## config.mk

```make
export PLATFORM = sky130hd
export DESIGN_NAME = dkgu_merge
export DESIGN_NICKNAME = d
export VERILOG_FILES = /design/src/dkgu_pkg.sv /design/src/dkgu_merge.sv
export SDC_FILE = /design/constraint.sdc
export NUM_CORES = 1
export LEC_CHECK = 0
export ABC_CLOCK_PERIOD_IN_PS = 8400
export BUFFER_PORTS_ARGS = -buffer_cell sky130_fd_sc_hd__buf_2
export CORE_AREA = 8 8 207 209
export DETAILED_ROUTE_END_ITERATION = 8
export DIE_AREA = 0 0 215 217
export PLACE_DENSITY = 0.42
export SLEW_MARGIN = 25
export SYNTH_ARGS = -nofsm -noshare
export SYNTH_HDL_FRONTEND = slang
export SYNTH_SLANG_ARGS = --single-unit
```

## constraint.sdc

```tcl
create_clock -name vclk -period 8.4
set_clock_uncertainty 0.2 [all_clocks]
set_input_delay 0.42 -clock vclk [all_inputs]
set_output_delay 0.42 -clock vclk [all_outputs]
set_load 0.05 [all_outputs]
```

## src/dkgu_pkg.sv

```systemverilog
package dkgu_pkg;

    localparam int NDIM    = 4;
    localparam int DIM_DEF = 4;
    localparam int IN_W    = 256;
    localparam int OUT_W   = 296;

    localparam logic [7:0]  SIGMA_RST  = 8'd96;
    localparam logic [63:0] PNOISE_RST = 64'h0004_0004_0004_0004;
    localparam logic [63:0] MNOISE_RST = 64'h1000_1000_1000_1000;
    localparam logic [31:0] VAR_ONE    = 32'h0001_0000;

    localparam logic [1:0] CFG_SIGMA  = 2'd0;
    localparam logic [1:0] CFG_PNOISE = 2'd1;
    localparam logic [1:0] CFG_MNOISE = 2'd2;

    typedef struct packed {
        logic [31:0] mean;
        logic [31:0] var_v;
        logic        clip;
    } lane_res_t;

endpackage

```

## src/dkgu_merge.sv

```systemverilog
module dkgu_merge
    import dkgu_pkg::*;
#(
    parameter int DIM = DIM_DEF
)
(
    input  lane_res_t        res [NDIM],
    output logic [OUT_W-1:0] result
);

    logic [2:0]  count;
    logic [33:0] trace;

    always_comb
    begin
        count  = '0;
        trace  = '0;
        result = '0;
        for (int d = 0; d < NDIM; d++)
        begin
            if (d < DIM)
            begin
                result[32*d +: 32]       = res[d].mean;
                result[128 + 32*d +: 32] = res[d].var_v;
                count = count + {2'b00, res[d].clip};
                trace = trace + {2'b00, res[d].var_v};
            end
        end
        result[258:256] = count;
        result[292:259] = trace;
    end

endmodule

```

==> qor.yml <==
global_route:
  grt_pass1_wl_mm: 30.79
  grt_use_total_pct: 8.267
  grt_pass1_vias: 5180
  grt_antenna_before_repair: 0
  gr-total-overflow: 0
  grt_max_degree: 14
timing:
  grt_setup_unrepaired: "no"
  tns_ns: 0
  finalHoldViolations: 0
  drv_slew: 0
  final-setup-viol-count: 0
  setup_ws_ns: 3.895
  final.min_clock_period_ns: 4.505
  worstMarginPinSlew_ns: 0.6319
  relSlewSlack_pct: 57.43
  finalCritPeriodShare_pct: 53.64
  fmax_mhz: 222.0
power:
  p_comb_share_pct: 100.0
  cellLeakagePower_uw: 0.003484
  p_int_uw: 455.5
  switching_power_uw: 1279
  peakVddDrop_uv: 134.9
  pwr-share-seq_pct: 0
  clkPwrFrac_pct: 0
  p_per_area_mw_per_mm2: 282.3
  switching_share_pct: 73.74
floorplan:
  die-area_sq_mm: 0.04666
  initial_utilization_pct: 15.25
  rows: 73
  core_sq_mm: 0.03946
  io_pins: 556
  die_y_um: 217
  die_w_um: 215
finish:
  diodes: 0
  nFillCells: 4614
  utilization_pct: 15.57
  nNetsFinal: 1183
  final_common_cell: "buf_2"
  seq_area_sq_um: 0
  mostFrequentLayoutCells: "buf_2 (297), inv_1 (183), fa_1 (65), ha_1 (35)"
  syn_to_final_growth_pct: 2.121
  drive_gt1_share_pct: 39.59
  clkbuf_count: 0
  fin_area_sq_mm: 0.006145
  design.seq.count: 0
clocking:
  cts.hold.buffers_added: 0
  post-cts-setup-buffers: 0
  ctsResizeCount: 0
drt:
  antenna_left: 0
  vias: 4751
  first_pass_iters: 4
  wirelength_mm: 20.80
  wire_per_inst_um: 15.45
  drcViolationCount: 0
  via_per_inst: 3.530
  drt-initial-drc-count: 221
worst_hold_path:
  hold_path_depth: 0
  whs_endpoint: "result[119]"
  hp-start: "res[56]"
  hp-class: "in -> out"
logic_synthesis:
  yosysWarnings: 0
  synth.largest_area_cell: "buf_4"
  synth_top_area_share_pct: 32.69
  yosysUniqueCellTypes: 68
  syn_area_sq_mm: 0.006017
  synth.area.top_cells: "buf_4 (33%), fa_1 (22%), inv_1 (11%), ha_1 (7.3%), a21oi_1 (2.4%)"
  synth_area_per_cell_sq_um: 7.588
  synth_cells: 793
  yosysSeqAreaShare_pct: 0
setup_path:
  startpoint_type: "input port"
  cp.required_ns: 7.78
  crit_arrival_ns: 3.89
  path_class: "in -> out"
  path_max_fanout: 5
  cp-end-kind: "output pin"
placement:
  hpwl_mm: 19.43
  place_ws_ns: 3.858
  port-buffer-count: 297
  post_dp_cell_area_sq_mm: 0.006145
  place_congestion: 0.7826
run:
  cap_violations: 0
outcome:
  status: "complete, no violations"
-- synth_stat cells (2+ instances only) --
master / instances
a31o_2: 3
nor2b_1: 2
mux2i_1: 3
inv_1: 183
nand3_1: 12
a31oi_1: 3
ha_1: 35
nand2_1: 29
o21ai_1: 3
nand4_1: 11
and4_1: 3
a311o_1: 2
nor4_1: 3
buf_4: 262
a21oi_1: 29
nor3_1: 6
o21a_1: 4
fa_1: 65
buf_2: 5
buf_6: 2
a211o_1: 4
nor2_1: 16
xnor2_1: 12
and2_1: 2
a211oi_2: 2
a211oi_1: 3
xor2_1: 11
or2_2: 3
a21o_1: 14
o211ai_2: 2
o21ai_0: 21
and3_1: 2
-- cell type report --
type | count | area (sq um) | share of cell area [%]
inverter | 184 | 690.7 | 11.24
multi-input combinational | 340 | 3311 | 53.88
tap | 525 | 656.9 | 10.69
timing repair buffer | 297 | 1486 | 24.19
-- per-layer routing --
metal  up-vias  wire length [um]  global-route usage [%]
li1       2237                 -                       -
met1      2169              8366                   9.567
met2       315              9670                   14.14
met3        28              2289                   3.537
met4         2               409                   1.498
met5         -                59                  0.8325
-- worst max path at each step --
stage	startpoint	endpoint
2_1_floorplan	res[6]	result[275]
6_report	res[2]	result[286]
3_3_place_gp	res[11]	result[286]
3_5_place_dp	res[2]	result[286]
4_1_cts	res[2]	result[286]
5_1_grt	res[13]	result[284]
-- metrics by stage --
| step | instances | hold WS (ns) | total power, uW |
|---|---|---|---|
| after CTS | 1346 | 0.6403 | 1777 |
| after detailed placement | 1346 | 0.6403 | 1768 |
| after global placement | 1346 | 0.6403 | 1768 |
| final | 1346 | 0.6400 | 1735 |
| after floorplan | 795 | 0.8071 | 1509 |
| after global routing | 1346 | 0.6401 | 1891 |
-- power by group through the flow --
stage	Sequential (uW)	Combinational, uW	Clock, uW
after floorplan	0	1510	0
after global placement	0	1770	0
after detailed placement	0	1770	0
after CTS	0	1780	0
after global routing	0	1890	0
final	0	1730	0
-- cell families after synthesis --
kind of cell               count (synthesis)  share of synthesized area (%)
muxes                                      3                         0.4991
adders and majority gates                100                          28.90
xor gates and xnor gates                  23                          3.348
AOI/OAI and AO/OA                        110                          12.98
buffers and inverters                    455                          45.10
and+or+nand+nor                          101                          9.108
other                                      1                        0.06232
-- worst max-delay path, cell delays in order --
cell      delay, ns
buf_2          0.11
fa_1           0.57
fa_1           0.43
ha_1           0.24
fa_1           0.43
a211oi_2       0.26
nor2_2         0.11
o211ai_2       0.31
a31oi_2        0.26
a311o_1        0.40
nand3_1        0.07
buf_2          0.27
(Power assumes the default switching activity.)
